## src/rtl/core/sspcp_pkg.sv

```systemverilog
// ----------------------------------------------------------------------------
// sspcp_pkg
// Shared constants for the serial setpoint command parser: widths, ASCII
// codes, command codes and value limits.
// ----------------------------------------------------------------------------
package sspcp_pkg;

    localparam int BYTE_W         = 8;
    localparam int VALUE_W        = 14;
    localparam int COUNT_W        = 3;
    localparam int CMD_W          = 2;
    localparam int MAX_DIGITS_DEF = 7;

    // value*10 + 9 with value at most TOO_LARGE
    localparam int ACC_W = 17;

    localparam logic [VALUE_W-1:0] VALUE_LIMIT = 14'd9999;
    localparam logic [VALUE_W-1:0] TOO_LARGE   = 14'd10000;

    localparam logic [BYTE_W-1:0] CH_S_UC = 8'h53;
    localparam logic [BYTE_W-1:0] CH_S_LC = 8'h73;
    localparam logic [BYTE_W-1:0] CH_A_UC = 8'h41;
    localparam logic [BYTE_W-1:0] CH_A_LC = 8'h61;
    localparam logic [BYTE_W-1:0] CH_0    = 8'h30;
    localparam logic [BYTE_W-1:0] CH_9    = 8'h39;
    localparam logic [BYTE_W-1:0] CH_LF   = 8'h0A;
    localparam logic [BYTE_W-1:0] CH_CR   = 8'h0D;

    localparam logic [CMD_W-1:0] CMD_NONE  = 2'd0;
    localparam logic [CMD_W-1:0] CMD_SET   = 2'd1;
    localparam logic [CMD_W-1:0] CMD_ALARM = 2'd2;

    localparam logic TARGET_SETPOINT = 1'b0;
    localparam logic TARGET_ALARM    = 1'b1;

endpackage

```

## src/rtl/core/sspcp_if.sv

```systemverilog
// ----------------------------------------------------------------------------
// sspcp interfaces
// Valid/ready channels for received bytes and for parsed commands.
// ----------------------------------------------------------------------------
interface sspcp_byte_if;
    logic                              valid;
    logic                              ready;
    logic [sspcp_pkg::BYTE_W-1:0]      rx_byte;

    modport source (output valid, output rx_byte, input ready);
    modport sink   (input valid, input rx_byte, output ready);
endinterface

interface sspcp_cmd_if;
    logic                              valid;
    logic                              ready;
    logic                              target;
    logic [sspcp_pkg::VALUE_W-1:0]     value;

    modport source (output valid, output target, output value, input ready);
    modport sink   (input valid, input target, input value, output ready);
endinterface

```

## src/rtl/core/serial_setpoint_command_parser_unit.sv

```systemverilog
// ----------------------------------------------------------------------------
// serial_setpoint_command_parser_unit
// Parses 'S'/'A' commands with decimal values terminated by CR or LF.
// ----------------------------------------------------------------------------
// A line end byte passes the byte register, then the result register.
// Throughput: one byte per cycle; the byte register stalls only while a
//   result waits in the output register and the sink holds ready low.
// Reset: rst_n clears both valid bits, the pending command, the digit
//   count and the accumulated value.
module serial_setpoint_command_parser_unit #(
    parameter int MAX_DIGITS = sspcp_pkg::MAX_DIGITS_DEF
) (
    input  logic                clk,
    input  logic                rst_n,
    sspcp_byte_if.sink          rx,
    sspcp_cmd_if.source         result
);

    localparam logic [sspcp_pkg::COUNT_W-1:0] MAX_CNT = sspcp_pkg::COUNT_W'(MAX_DIGITS);

    // byte register
    logic                                 in_valid_reg;
    logic [sspcp_pkg::BYTE_W-1:0]         in_byte_reg;

    // parser state
    logic [sspcp_pkg::CMD_W-1:0]          cmd_reg,   cmd_next;
    logic [sspcp_pkg::COUNT_W-1:0]        count_reg, count_next;
    logic [sspcp_pkg::VALUE_W-1:0]        acc_reg,   acc_next;

    // result register
    logic                                 out_valid_reg, out_valid_next;
    logic                                 out_target_reg;
    logic [sspcp_pkg::VALUE_W-1:0]        out_value_reg;

    logic                                 advance;
    logic                                 is_set, is_alarm, is_digit, is_eol;
    logic                                 emit;
    logic [sspcp_pkg::ACC_W-1:0]          acc_wide;
    logic [sspcp_pkg::ACC_W-1:0]          acc_mul;

    // the byte register moves on whenever the result register can take a result
    assign advance  = in_valid_reg && (!out_valid_reg || result.ready);
    assign rx.ready = !in_valid_reg || !out_valid_reg || result.ready;

    assign is_set   = (in_byte_reg == sspcp_pkg::CH_S_UC) || (in_byte_reg == sspcp_pkg::CH_S_LC);
    assign is_alarm = (in_byte_reg == sspcp_pkg::CH_A_UC) || (in_byte_reg == sspcp_pkg::CH_A_LC);
    assign is_digit = (in_byte_reg >= sspcp_pkg::CH_0) && (in_byte_reg <= sspcp_pkg::CH_9);
    assign is_eol   = (in_byte_reg == sspcp_pkg::CH_LF) || (in_byte_reg == sspcp_pkg::CH_CR);

    // value*10 + digit as shift-add
    assign acc_wide = sspcp_pkg::ACC_W'(acc_reg);
    assign acc_mul  = (acc_wide << 3) + (acc_wide << 1)
                    + sspcp_pkg::ACC_W'(in_byte_reg[3:0]);

    assign emit = is_eol && (cmd_reg != sspcp_pkg::CMD_NONE) && (count_reg != '0)
               && (acc_reg <= sspcp_pkg::VALUE_LIMIT);

    always_comb
    begin
        cmd_next   = cmd_reg;
        count_next = count_reg;
        acc_next   = acc_reg;
        if (is_set || is_alarm)
        begin
            cmd_next   = is_alarm ? sspcp_pkg::CMD_ALARM : sspcp_pkg::CMD_SET;
            count_next = '0;
            acc_next   = '0;
        end
        else if (is_digit)
        begin
            if ((cmd_reg != sspcp_pkg::CMD_NONE) && (count_reg < MAX_CNT))
            begin
                acc_next   = (acc_mul > sspcp_pkg::ACC_W'(sspcp_pkg::TOO_LARGE))
                           ? sspcp_pkg::TOO_LARGE : acc_mul[sspcp_pkg::VALUE_W-1:0];
                count_next = count_reg + 1'b1;
            end
        end
        else if (is_eol && (cmd_reg != sspcp_pkg::CMD_NONE) && (count_reg != '0))
        begin
            cmd_next   = sspcp_pkg::CMD_NONE;
            count_next = '0;
            acc_next   = '0;
        end
    end

    always_comb
    begin
        out_valid_next = out_valid_reg;
        if (result.ready)
        begin
            out_valid_next = 1'b0;
        end
        if (advance && emit)
        begin
            out_valid_next = 1'b1;
        end
    end

    always_ff @(posedge clk or negedge rst_n)
    begin
        if (!rst_n)
        begin
            in_valid_reg  <= 1'b0;
            out_valid_reg <= 1'b0;
            cmd_reg       <= sspcp_pkg::CMD_NONE;
            count_reg     <= '0;
            acc_reg       <= '0;
        end
        else
        begin
            out_valid_reg <= out_valid_next;
            if (rx.ready)
            begin
                in_valid_reg <= rx.valid;
            end
            if (advance)
            begin
                cmd_reg   <= cmd_next;
                count_reg <= count_next;
                acc_reg   <= acc_next;
            end
        end
    end

    always_ff @(posedge clk)
    begin
        if (rx.valid && rx.ready)
        begin
            in_byte_reg <= rx.rx_byte;
        end
        if (advance && emit)
        begin
            out_target_reg <= (cmd_reg == sspcp_pkg::CMD_ALARM)
                            ? sspcp_pkg::TARGET_ALARM : sspcp_pkg::TARGET_SETPOINT;
            out_value_reg  <= acc_reg;
        end
    end

    assign result.valid  = out_valid_reg;
    assign result.target = out_target_reg;
    assign result.value  = out_value_reg;

endmodule

```

## src/flat_wrapper.sv

```systemverilog
// flat-port wrapper written by rule: the top's interface ports become plain ports
module serial_setpoint_command_parser_unit_flat 
#(
    parameter int MAX_DIGITS = sspcp_pkg::MAX_DIGITS_DEF
)
  (clk, rst_n, rx_valid, rx_rx_byte, rx_ready, result_valid, result_target, result_value, result_ready);
  sspcp_byte_if rx_i ();
  sspcp_cmd_if result_i ();
  input  logic clk;
  input  logic rst_n;
  input wire logic [$bits(rx_i.valid)-1:0] rx_valid;
  input wire logic [$bits(rx_i.rx_byte)-1:0] rx_rx_byte;
  output wire logic [$bits(rx_i.ready)-1:0] rx_ready;
  output wire logic [$bits(result_i.valid)-1:0] result_valid;
  output wire logic [$bits(result_i.target)-1:0] result_target;
  output wire logic [$bits(result_i.value)-1:0] result_value;
  input wire logic [$bits(result_i.ready)-1:0] result_ready;
  assign rx_i.valid = rx_valid;
  assign rx_i.rx_byte = rx_rx_byte;
  assign rx_ready = rx_i.ready;
  assign result_valid = result_i.valid;
  assign result_target = result_i.target;
  assign result_value = result_i.value;
  assign result_i.ready = result_ready;
  serial_setpoint_command_parser_unit #(.MAX_DIGITS(MAX_DIGITS)) u_core (.clk(clk), .rst_n(rst_n), .rx(rx_i), .result(result_i));
endmodule
```

## config.mk

```make
export PLATFORM = sky130hd
export DESIGN_NAME = serial_setpoint_command_parser_unit_flat
export DESIGN_NICKNAME = d
export VERILOG_FILES = /design/src/rtl/core/sspcp_pkg.sv /design/src/rtl/core/sspcp_if.sv /design/src/rtl/core/serial_setpoint_command_parser_unit.sv /design/src/flat_wrapper.sv
export SDC_FILE = /design/constraint.sdc
export NUM_CORES = 1
export LEC_CHECK = 0
export BUFFER_PORTS_ARGS = -buffer_cell sky130_fd_sc_hd__buf_2
export CORE_MARGIN = 3
export CORE_UTILIZATION = 48
export CTS_BUF_LIST = sky130_fd_sc_hd__clkbuf_2 sky130_fd_sc_hd__clkbuf_4 sky130_fd_sc_hd__clkbuf_8
export DETAILED_ROUTE_END_ITERATION = 6
export MAX_ROUTING_LAYER = met4
export PLACE_DENSITY_LB_ADDON = 0.3
export SYNTH_ARGS = -nofsm -noshare
export SYNTH_HDL_FRONTEND = slang
export SYNTH_SLANG_ARGS = --single-unit
```

## constraint.sdc

```tcl
create_clock -name clk -period 4.4 [get_ports clk]
set_input_delay 1.32 -clock clk [delete_from_list [all_inputs] [get_ports clk]]
set_output_delay 1.32 -clock clk [all_outputs]
set_load 0.1 [all_outputs]
```

# ---- Word level (Yosys, flattened, before mapping)
# Cells that the tools add are included.
dict set report word_totals {
  inputBits 12
  word_cells 65
  ramBits 0
  reg_bits 44
  out_inout_bits 17
  rom_bits 0
  mem_count 0
  latch_bits 0
}
dict set report op_classes {
  bitwise 0
  shifts 0
  mul 0
  div_mod_pow 0
  mux 16
  order_cmp 5
  n_eq_ne 9
  reduce_logical 24
  addsub 3
}
# op count
set op_table {}
lappend op_table {{14-bit 2-to-1 mux} 5}
lappend op_table {{8-bit by 7-bit equality test with 1-bit output, second input constant} 4}
lappend op_table {{17-bit by 15-bit adder with 17-bit output} 1}
lappend op_table {{17-bit by 4-bit adder with 17-bit output} 1}
lappend op_table {{17-bit by 14-bit > comparator with 1-bit output, second input constant} 1}
lappend op_table {{8-bit by 4-bit equality test with 1-bit output, second input constant} 2}
lappend op_table {{14-bit less-or-equal comparator, second input constant} 1}
lappend op_table {{3-bit 2-to-1 mux} 4}
lappend op_table {{8-bit by 6-bit greater-or-equal comparator with 1-bit output, second input constant} 1}
lappend op_table {{8-bit by 6-bit less-or-equal comparator with 1-bit output, second input constant} 1}
lappend op_table {{1-bit logical AND} 8}
lappend op_table {{2-bit 2-to-1 mux} 4}
lappend op_table {{1-bit logical OR} 7}
lappend op_table {{3-bit AND reduction} 2}
lappend op_table {{2-bit nonzero test} 3}
lappend op_table {{3-bit nonzero test} 2}
lappend op_table {{3-bit by 1-bit adder with 3-bit output, second input constant} 1}
lappend op_table {{3-bit < comparator, second input constant} 1}
lappend op_table {{1-bit 2-to-1 mux} 3}
lappend op_table {{3-bit != test, second input constant} 1}
lappend op_table {{2-bit equality test, second input constant} 1}
lappend op_table {{1-bit zero test} 2}
lappend op_table {{2-bit != test, second input constant} 1}

# ---- Depth between registers and ports, before layout
# Gate-level depths: netlist of run 1.
dict set report logic_depth {
  depth_word 7
  mapped_depth 12
  mapped_depth_nobuf 11
}

# ---- Least setup slack after synthesis of run 1
# OpenSTA, ideal clock, no wires.
dict set report synth_timing {
  kind {input to output}
  start {in result_ready}
  end {out rx_ready}
  arrival_ns 2.048
  t_required_ns 3.080
  path_slack_ns 1.032
  stages 2
  path_cell_list {nor2b_1 nand2_1}
}
dict set report synth_via {
  elab_chain_cells 1
}
# item line_no
set synth_rtl {}
lappend synth_rtl {{start, declared} flat_wrapper.sv:17} ;# input wire logic [$bits(result_i.ready)-1:0] result_ready;
lappend synth_rtl {{1-bit logical OR} serial_setpoint_command_parser_unit.sv:43} ;# assign rx.ready = !in_valid_reg || !out_valid_reg || result.ready;
lappend synth_rtl {{end, declared} flat_wrapper.sv:13} ;# output wire logic [$bits(rx_i.ready)-1:0] rx_ready;
# Every way passes these cells.

# ---- Final worst setup path of run 1
dict set report layout_timing {
  start {reg u_core.acc_reg[0] (netlist bit)}
  end {reg u_core.acc_reg[0] (netlist bit)}
}
dict set report layout_via {
  elab_chain_cells 7
}
# item line_no
set layout_rtl {}
lappend layout_rtl {{start, declared} serial_setpoint_command_parser_unit.sv:28} ;# logic [sspcp_pkg::VALUE_W-1:0] acc_reg, acc_next;
lappend layout_rtl {{start signal, assigned} serial_setpoint_command_parser_unit.sv:120} ;# acc_reg <= acc_next;
lappend layout_rtl {{17-bit by 15-bit adder with 17-bit output} serial_setpoint_command_parser_unit.sv:52} ;# assign acc_mul = (acc_wide << 3) + (acc_wide << 1)
lappend layout_rtl {{17-bit by 4-bit adder with 17-bit output} serial_setpoint_command_parser_unit.sv:53} ;# + sspcp_pkg::ACC_W'(in_byte_reg[3:0]);
lappend layout_rtl {{17-bit by 14-bit > comparator with 1-bit output} serial_setpoint_command_parser_unit.sv:73} ;# acc_next = (acc_mul > sspcp_pkg::ACC_W'(sspcp_pkg::TOO_LARGE))
lappend layout_rtl {{14-bit 2-to-1 mux} serial_setpoint_command_parser_unit.sv:74} ;# ? sspcp_pkg::TOO_LARGE : acc_mul[sspcp_pkg::VALUE_W-1:0];
lappend layout_rtl {{14-bit 2-to-1 mux} serial_setpoint_command_parser_unit.sv:71} ;# if ((cmd_reg != sspcp_pkg::CMD_NONE) && (count_reg < MAX_CNT))
lappend layout_rtl {{14-bit 2-to-1 mux} serial_setpoint_command_parser_unit.sv:69} ;# else if (is_digit)
lappend layout_rtl {{14-bit 2-to-1 mux} serial_setpoint_command_parser_unit.sv:63} ;# if (is_set || is_alarm)
# Every way passes these cells. The select of a mux whose other input is x is not followed.
# A chain may end at the register's enable or synchronous reset.

==> out/summary.txt, run 1 <==
status = completed
Max-Cap Viols = 0
synth top area cells = edfxtp_1 24%, dfrtp_1 19%, ha_1 13%
register bit count reported by yosys = 44
# nets final = 341
Die Y = 82.9 um
post-layout min period = 3.40 ns
RePlAce Congestion = 0.841
clk_skew = 0.00494 ns
routed wire length = 5.92 mm
# clock sinks = 44
# setup viols final = 0
post-route ant nets = 0
vias in the first global route = 2069
startpoint types = register
Netlist cell types = 56
post-synthesis sequential area ratio = 42.9%
met2 global-route usage = 28.3%
Chip Width = 82.9 um
Remaining DRCs = 0
CTS Buf Count = 5
post_cts resized = 0
Synth top cells by count = 29 x ha_1, 29 x nand2_1, 23 x edfxtp_1
Final Hold Viols = 0
htree depth = 2
ant diodes = 0
HP Class = register to register
Post-synth EDFFs = 23
Worst slew margin = 50.5%
critical path arrival = 3.61 ns
Peak supply drop = 0.000202 V
drt initial violations = 163
Fillers = 505
pin count of the biggest net entering global routing = 22
GRT busiest layer = met2
vias per std cell = 5.71
Worst-Margin Slew = 0.743 ns
unrepaired setup endpoints after global routing = false
total number of vias = 2119
FFs w/ async S/R, synth = 47.7%
Clock Path Buffers = 2
Final Max Slew Viols = 0
top_reg_cell synth = edfxtp_1
Port Buf Inserts = 28
WP data required = 4.60 ns
setup bufs post-CTS = 0
design area = 3170 sq um
Routed WL per cell = 16.0 um
DP HPWL = 4.48 mm
Ports = 29
TritonCTS clock tree = yes
pwr/cell area = 252 nW/um^2
initial core utilization = 50.6%
setup TNS = 0 ns
area grow syn2layout = 11.6%
cell taking the most area after synthesis = edfxtp_1
Core Region = 5610 sq um
M3 GR Usage = 3.67%
Mapped Area = 2840 sq um
Leak Pwr = 1.41 nW
first-pass GRT wire length = 9.89 mm
post-route clock period utilization = 77.4%
Ys Warns = 0
Rows = 27
CTS clk-pin slew, worst paths = 0.08 ns
antenna violations before repair = 0
Hold-fix buffers, CTS = 0
GR Overflow Total = 0
Mapped Cells = 269
worst setup margin = 0.995 ns
share of layout cells above drive strength 1 = 18.1%
routing usage on met1 = 24.2%
buffer type at the clock tree root = clkbuf_8
Core Util, Final = 56.4%
die area = 6870 sq um
Max Freq = 294 MHz
crit end category = register
aggregate global-route resource usage = 17.9%
pre-CTS setup slack = 0.998 ns
Post-DP Area = 3040 sq um
worst skew pair latency = 0.29 ns
top-area cell type share of the netlist area = 24.3%
Mean Syn Cell Area = 10.5 sq um
Synthesized Nets = 312
critical path type = register to register
CP max FO = 7
1st-pass router iterations = 4
-- worst paths after layout --
path	from	to	slack (ns)	cells after the start
min in group asynchronous	rst_n	u_core.result.valid	0.98	1
setup / recovery	u_core.acc_reg[0]	u_core.acc_reg[0]	1.0	10
setup reg to reg	u_core.acc_reg[0]	u_core.acc_reg[0]	1.0	10
hold / removal	u_core.acc_reg[0]	u_core.result.value[0]	0.53	0
hold reg to reg	u_core.acc_reg[0]	u_core.result.value[0]	0.53	0
max in group asynchronous	rst_n	u_core.acc_reg[1]	3.08	1
-- worst max-delay path: stages (launching register included) --
cell	delay (ns)
dfrtp_1	0.40
inv_1	0.09
fa_1	0.60
fa_1	0.23
and2b_1	0.23
o211ai_1	0.23
nand2_1	0.16
or4_1	0.41
a31o_1	0.26
or2_1	0.41
o31ai_2	0.30
-- through the flow --
stage          power, mW  hold WS [ns]  instances
2_1_floorplan      0.465         0.449        269
3_3_place_gp       0.478         0.487        363
3_5_place_dp       0.479         0.496        363
4_1_cts            0.802         0.516        371
5_1_grt            0.825         0.523        371
6_report           0.798         0.527        371
-- layout by cell type, fill, tap and decap left out, drive strengths merged, types with 7 or more instances in the layout --
cell and count:
buf 30, nor2 15, dfrtp 21, a21oi 17, o31ai 11, o21ai 11
nand3 9, inv 12, edfxtp 23, ha 29, xor2 7, nand2 29
-- layout make-up --
type,instances,area (sq um),area share (%)
Clock buffer,6,82.6,2.61
Sequential cell,44,1220,38.4
Timing Repair Buffer,30,155,4.90
Inverter,12,45.0,1.42
Multi-Input combinational cell,205,1540,48.6
Tap cell,72,90.1,2.85
Clock inverter,2,38.8,1.23
-- report_power, final --
part / switching (mW) / total, mW / internal [mW]
Clock: 0.142 / 0.328 / 0.186
Combinational: 0.0155 / 0.0255 / 0.0100
Sequential: 0.00593 / 0.445 / 0.439
Total: 0.163 / 0.798 / 0.635
-- per-layer routing --
layer | up-vias | part of all wire [%]
li1 | 1073 | -
met5 | - | 0
met2 | 60 | 46
met4 | 0 | 1.1
met1 | 978 | 48
met3 | 8 | 4.7
-- cell families (layout without fill, tap and decap cells) --
| kind of cell | Yosys count | in the layout | synth area share (%) |
|---|---|---|---|
| AO/OA/AOI/OAI | 73 | 73 | 19.9 |
| XOR/XNOR | 13 | 13 | 4.01 |
| adder cells (fa/ha/maj) | 31 | 31 | 14.2 |
| buffers and inverters | 20 | 50 | 2.95 |
| flip-flops | 44 | 44 | 42.9 |
| multiplexers | 4 | 4 | 1.54 |
| AND/OR/NAND/NOR | 84 | 84 | 14.6 |
Note: power is estimated with default switching activity, not from simulation.
==> run 2, diff against run 1 <==
- clock period: 4.4 -> 3.47 ns (I/O delays scaled with it)
==> out/summary.txt, run 2 (synthesized netlist as in run 1, its figures left out) <==
htree depth = 2
Post-DP Area = 3090 sq um
vias in the first global route = 2150
Final Max Slew Viols = 0
most common cell after layout, fill and taps aside = ha_1
Peak supply drop = 0.000245 V
share of layout cells above drive strength 1 = 21.2%
first-pass GRT wire length = 10.4 mm
crit end category = register
# nets final = 348
critical path arrival = 3.46 ns
post-route ant nets = 0
Max-Cap Viols = 0
status = completed
# clock sinks = 44
die area = 6870 sq um
Final Hold Viols = 0
post-route clock period utilization = 94.0%
Multi-input gate area = 1550 sq um
routed wire length = 5.96 mm
unrepaired setup endpoints after global routing = false
Chip Width = 82.9 um
Ports = 29
design area = 3230 sq um
GR Overflow Total = 0
antenna violations before repair = 0
TritonCTS clock tree = yes
CTS Buf Count = 5
clk_skew = 0.00746 ns
setup TNS = 0 ns
Die Y = 82.9 um
HP Class = register to register
Critical-path top delay cell = fa_1
combinational share of power = 3.3%
initial core utilization = 50.6%
Core Region = 5610 sq um
ant diodes = 0
Worst slew margin = 50.0%
DP HPWL = 4.55 mm
Routed WL per cell = 15.8 um
cell mode on critical path = fa_1
worst setup margin = 0.207 ns
vias per std cell = 5.78
critical path type = register to register
area grow syn2layout = 13.7%
pwr/cell area = 308 nW/um^2
pin count of the biggest net entering global routing = 22
critical path cell sequence = inv_1, fa_1, fa_1, and2b_1, o211ai_1, nand2_2, or4_1, a31o_1, or2_4, o31ai_2
Max Freq = 306 MHz
Leak Pwr = 1.44 nW
total number of vias = 2186
P_int = 0.800 mW
startpoint types = register
NetSw = 0.193 mW
most frequent cells in the layout = 29 x ha_1, 28 x nand2_1, 28 x buf_2
# setup viols final = 0
WP data required = 3.67 ns
Clock Path Buffers = 2
drt initial violations = 224
buffer type at the clock tree root = clkbuf_8
post-layout min period = 3.26 ns
RePlAce Congestion = 0.812
CP max FO = 7
Port Buf Inserts = 28
Remaining DRCs = 0
Clock Power Share = 39.9%
aggregate global-route resource usage = 18.9%
sequential cell fraction of total power = 56.8%
Fillers = 523
Rows = 27
pre-CTS setup slack = 0.0765 ns
Register Area = 1220 sq um
1st-pass router iterations = 5
Core Util, Final = 57.5%
CP Buf/Inv Count = 1
CTS clk-pin slew, worst paths = 0.08 ns
delay-heaviest family, CP = simple AND/OR/NAND/NOR gates
worst skew pair latency = 0.29 ns
CP max stage delay = 0.59 ns
Worst-Margin Slew = 0.750 ns
Sw Ratio = 19.4%
run 2: path summary, 6_finish.rpt:
path,start,to,slack (ns),depth (start not counted)
hold / removal,u_core.in_valid_reg,u_core.in_valid_reg,0.51,2
max in group asynchronous,rst_n,u_core.acc_reg[5],2.41,1
setup / recovery,u_core.acc_reg[0],u_core.acc_reg[7],0.21,10
setup reg to reg,u_core.acc_reg[0],u_core.acc_reg[7],0.21,10
min in group asynchronous,rst_n,u_core.in_valid_reg,0.71,1
hold reg to reg,u_core.in_valid_reg,u_core.in_valid_reg,0.51,2
run 2: what timing repair did:
action                                  in CTS  in global routing
hold buffers                                 0                  0
endpoints found under the setup margin       0                 12
buffers inserted                             0                  1
hold endpoints to repair                     0                  0
gates resized for setup                      0                  6
run 2: layout make-up:
cell class	instances	area share [%]
Clock buffer	7	2.60
Clock inverter	1	0.931
Inverter	12	1.40
Multi-Input combinational cell	205	48.2
Sequential cell	44	37.7
Tap cell	72	2.79
Timing Repair Buffer	37	6.44
run 2: routing by layer:
layer / up-vias / global-route usage [%] / part of all wire [%]
met5: - / - / 0
met4: 0 / 4.01 / 1.3
met3: 8 / 3.57 / 4.8
met2: 49 / 29.2 / 47
met1: 1045 / 26.1 / 47
li1: 1084 / - / -
run 2: worst min-delay path: stages (launching register included):
cell and delay [ns]:
dfrtp_1 0.34, nand2_1 0.07, nand2b_1 0.07
run 2: power groups by stage:
stage          Sequential, mW  Clock, mW  Combinational [mW]
6_report                0.564      0.397              0.0326
5_1_grt                 0.566      0.426              0.0374
4_1_cts                 0.564      0.402              0.0328
3_5_place_dp            0.575          0              0.0328
3_3_place_gp            0.575          0              0.0318
2_1_floorplan           0.573          0              0.0173
run 2: per-stage QoR:
step	power [mW]	hold WS, ns	std cells
after CTS	0.999	0.514	377
after detailed placement	0.608	0.494	369
final	0.993	0.508	378
after floorplan	0.590	0.449	269
after global routing	1.03	0.533	378
after global placement	0.607	0.485	369
==> run 3, diff against run 2 <==
- CORE_UTILIZATION: 48 -> 61
==> out/summary.txt, run 3 (synthesized netlist as in run 1, its figures left out) <==
WP data required = 3.62 ns
hold slack final = 0.517 ns
# nets final = 344
Leak Pwr = 1.42 nW
post-layout min period = 3.23 ns
Core Util, Final = 71.1%
post-route clock period utilization = 93.0%
routed wire length = 6.09 mm
Multi-input gate area = 1550 sq um
Reg2Reg Launch Point = u_core.acc_reg[0]
Reg2Reg Setup Slack = 0.24 ns
CTS Buf Count = 5
DP HPWL = 4.57 mm
critical path arrival = 3.38 ns
Critical-path top delay cell = fa_1
sequential cell fraction of total power = 61.3%
critical path cell sequence = inv_1, fa_1, inv_1, ha_1, a21oi_1, nand2_1, mux2i_1, o311ai_0, a2111oi_0, buf_4, o31ai_1, a41oi_1
r2r worst-path depth = 12
# setup viols final = 0
Worst slew margin = 51.3%
unrepaired setup endpoints after global routing = true
Pwr Total = 0.921 mW
final cell count without fillers = 354
pin count of the biggest net entering global routing = 22
HP Class = register to register
Max Freq = 310 MHz
area grow syn2layout = 10.6%
die area = 5510 sq um
design area = 3140 sq um
Final Hold Viols = 0
Peak supply drop = 0.000313 V
Sw Ratio = 21.1%
most frequent cells in the layout = 29 x nand2_1, 29 x ha_1, 28 x buf_2
aggregate global-route resource usage = 23.9%
Die Y = 74.2 um
Worst-Margin Slew = 0.731 ns
Clock Path Buffers = 2
placed cell count = 346
Routed WL per cell = 17.2 um
Chip Width = 74.2 um
RePlAce Congestion = 0.937
clk_skew = 0.00762 ns
critical path type = register to register
origin of the worst min-delay path = u_core.in_valid_reg
Clock Power Share = 35.2%
pwr/cell area = 293 nW/um^2
initial core utilization = 64.3%
CP max stage delay = 0.58 ns
post-route ant nets = 0
delay-heaviest family, CP = compound AO/OA/AOI/OAI gates
TritonCTS clock tree = yes
Fillers = 340
Remaining DRCs = 0
CP max FO = 5
setup TNS = 0 ns
crit end category = register
Core Region = 4410 sq um
NetSw = 0.195 mW
first-pass GRT wire length = 9.69 mm
Final Max Slew Viols = 0
worst skew pair latency = 0.30 ns
# clock sinks = 44
P_int = 0.726 mW
Ports = 29
Port Buf Inserts = 28
Rows = 24
startpoint types = register
Register Area = 1220 sq um
hold depth = 2
Max-Cap Viols = 0
buffer type at the clock tree root = clkbuf_8
pre-CTS setup slack = 0.153 ns
combinational share of power = 3.5%
drt initial violations = 182
antenna violations before repair = 0
CP Buf/Inv Count = 3
htree depth = 2
Hold Path Sink = u_core.in_valid_reg
1st-pass router iterations = 4
worst setup margin = 0.242 ns
ant diodes = 0
total number of vias = 2211
status = completed
vias per std cell = 6.25
CTS clk-pin slew, worst paths = 0.08 ns
cell mode on critical path = inv_1
Worst R2R End = u_core.acc_reg[4]
share of layout cells above drive strength 1 = 19.5%
vias in the first global route = 2059
GR Overflow Total = 0
Post-DP Area = 3040 sq um
[run 3: cell count changes in the layout (fill, tap and decap cells not counted), sizes merged]
cell    previous run  this run
clkinv             0         1
buf               37        33
bufinv             1         0
[run 3: power by group through the flow]
| stage | Combinational, mW | Sequential [mW] | Clock, mW |
|---|---|---|---|
| after global routing | 0.0364 | 0.566 | 0.344 |
| after detailed placement | 0.0323 | 0.575 | 0 |
| after global placement | 0.0308 | 0.575 | 0 |
| final | 0.0319 | 0.564 | 0.324 |
| after floorplan | 0.0173 | 0.573 | 0 |
| after CTS | 0.0325 | 0.564 | 0.325 |
[run 3: how the worst max path moves through the flow]
stage / slack (ns) / from / endpoint / depth (start not counted)
detailed placement: 0.15 / u_core.acc_reg[0] / u_core.acc_reg[7] / 10
global route: -0.02 / u_core.acc_reg[0] / u_core.acc_reg[7] / 10
CTS: 0.13 / u_core.acc_reg[0] / u_core.acc_reg[7] / 10
floorplan: 0.44 / u_core.acc_reg[0] / u_core.acc_reg[0] / 11
global placement: 0.27 / u_core.acc_reg[0] / u_core.acc_reg[1] / 10
finish: 0.24 / u_core.acc_reg[0] / u_core.acc_reg[4] / 12
[run 3: layout make-up]
type	instances	share of cell area (%)
clock inverter	1	0.159
tap	52	2.07
timing repair buffer	33	5.66
sequential	44	38.8
multi-input combinational	205	49.2
clock buffer	7	2.67
inverter	12	1.44
[run 3: routing by layer]
| metal | vias up | track usage, % | wire length, um |
|---|---|---|---|
| met5 | - | - | 0 |
| met4 | 0 | 6.24 | 70 |
| met3 | 10 | 4.73 | 384 |
| met2 | 85 | 37.9 | 2870 |
| met1 | 1034 | 31.5 | 2770 |
| li1 | 1082 | - | - |
[run 3: worst min-delay path, delay by kind of cell, from the launching register on]
kind	cells	cell delay [ns]
flops	1	0.34
simple gates	2	0.14
[run 3: repair_timing]
| item | in CTS | in global routing |
|---|---|---|
| hold buffers | 0 | 0 |
| setup buffers | 0 | 0 |
| endpoints found under the setup margin | 0 | 9 |
| resized for setup | 0 | 2 |
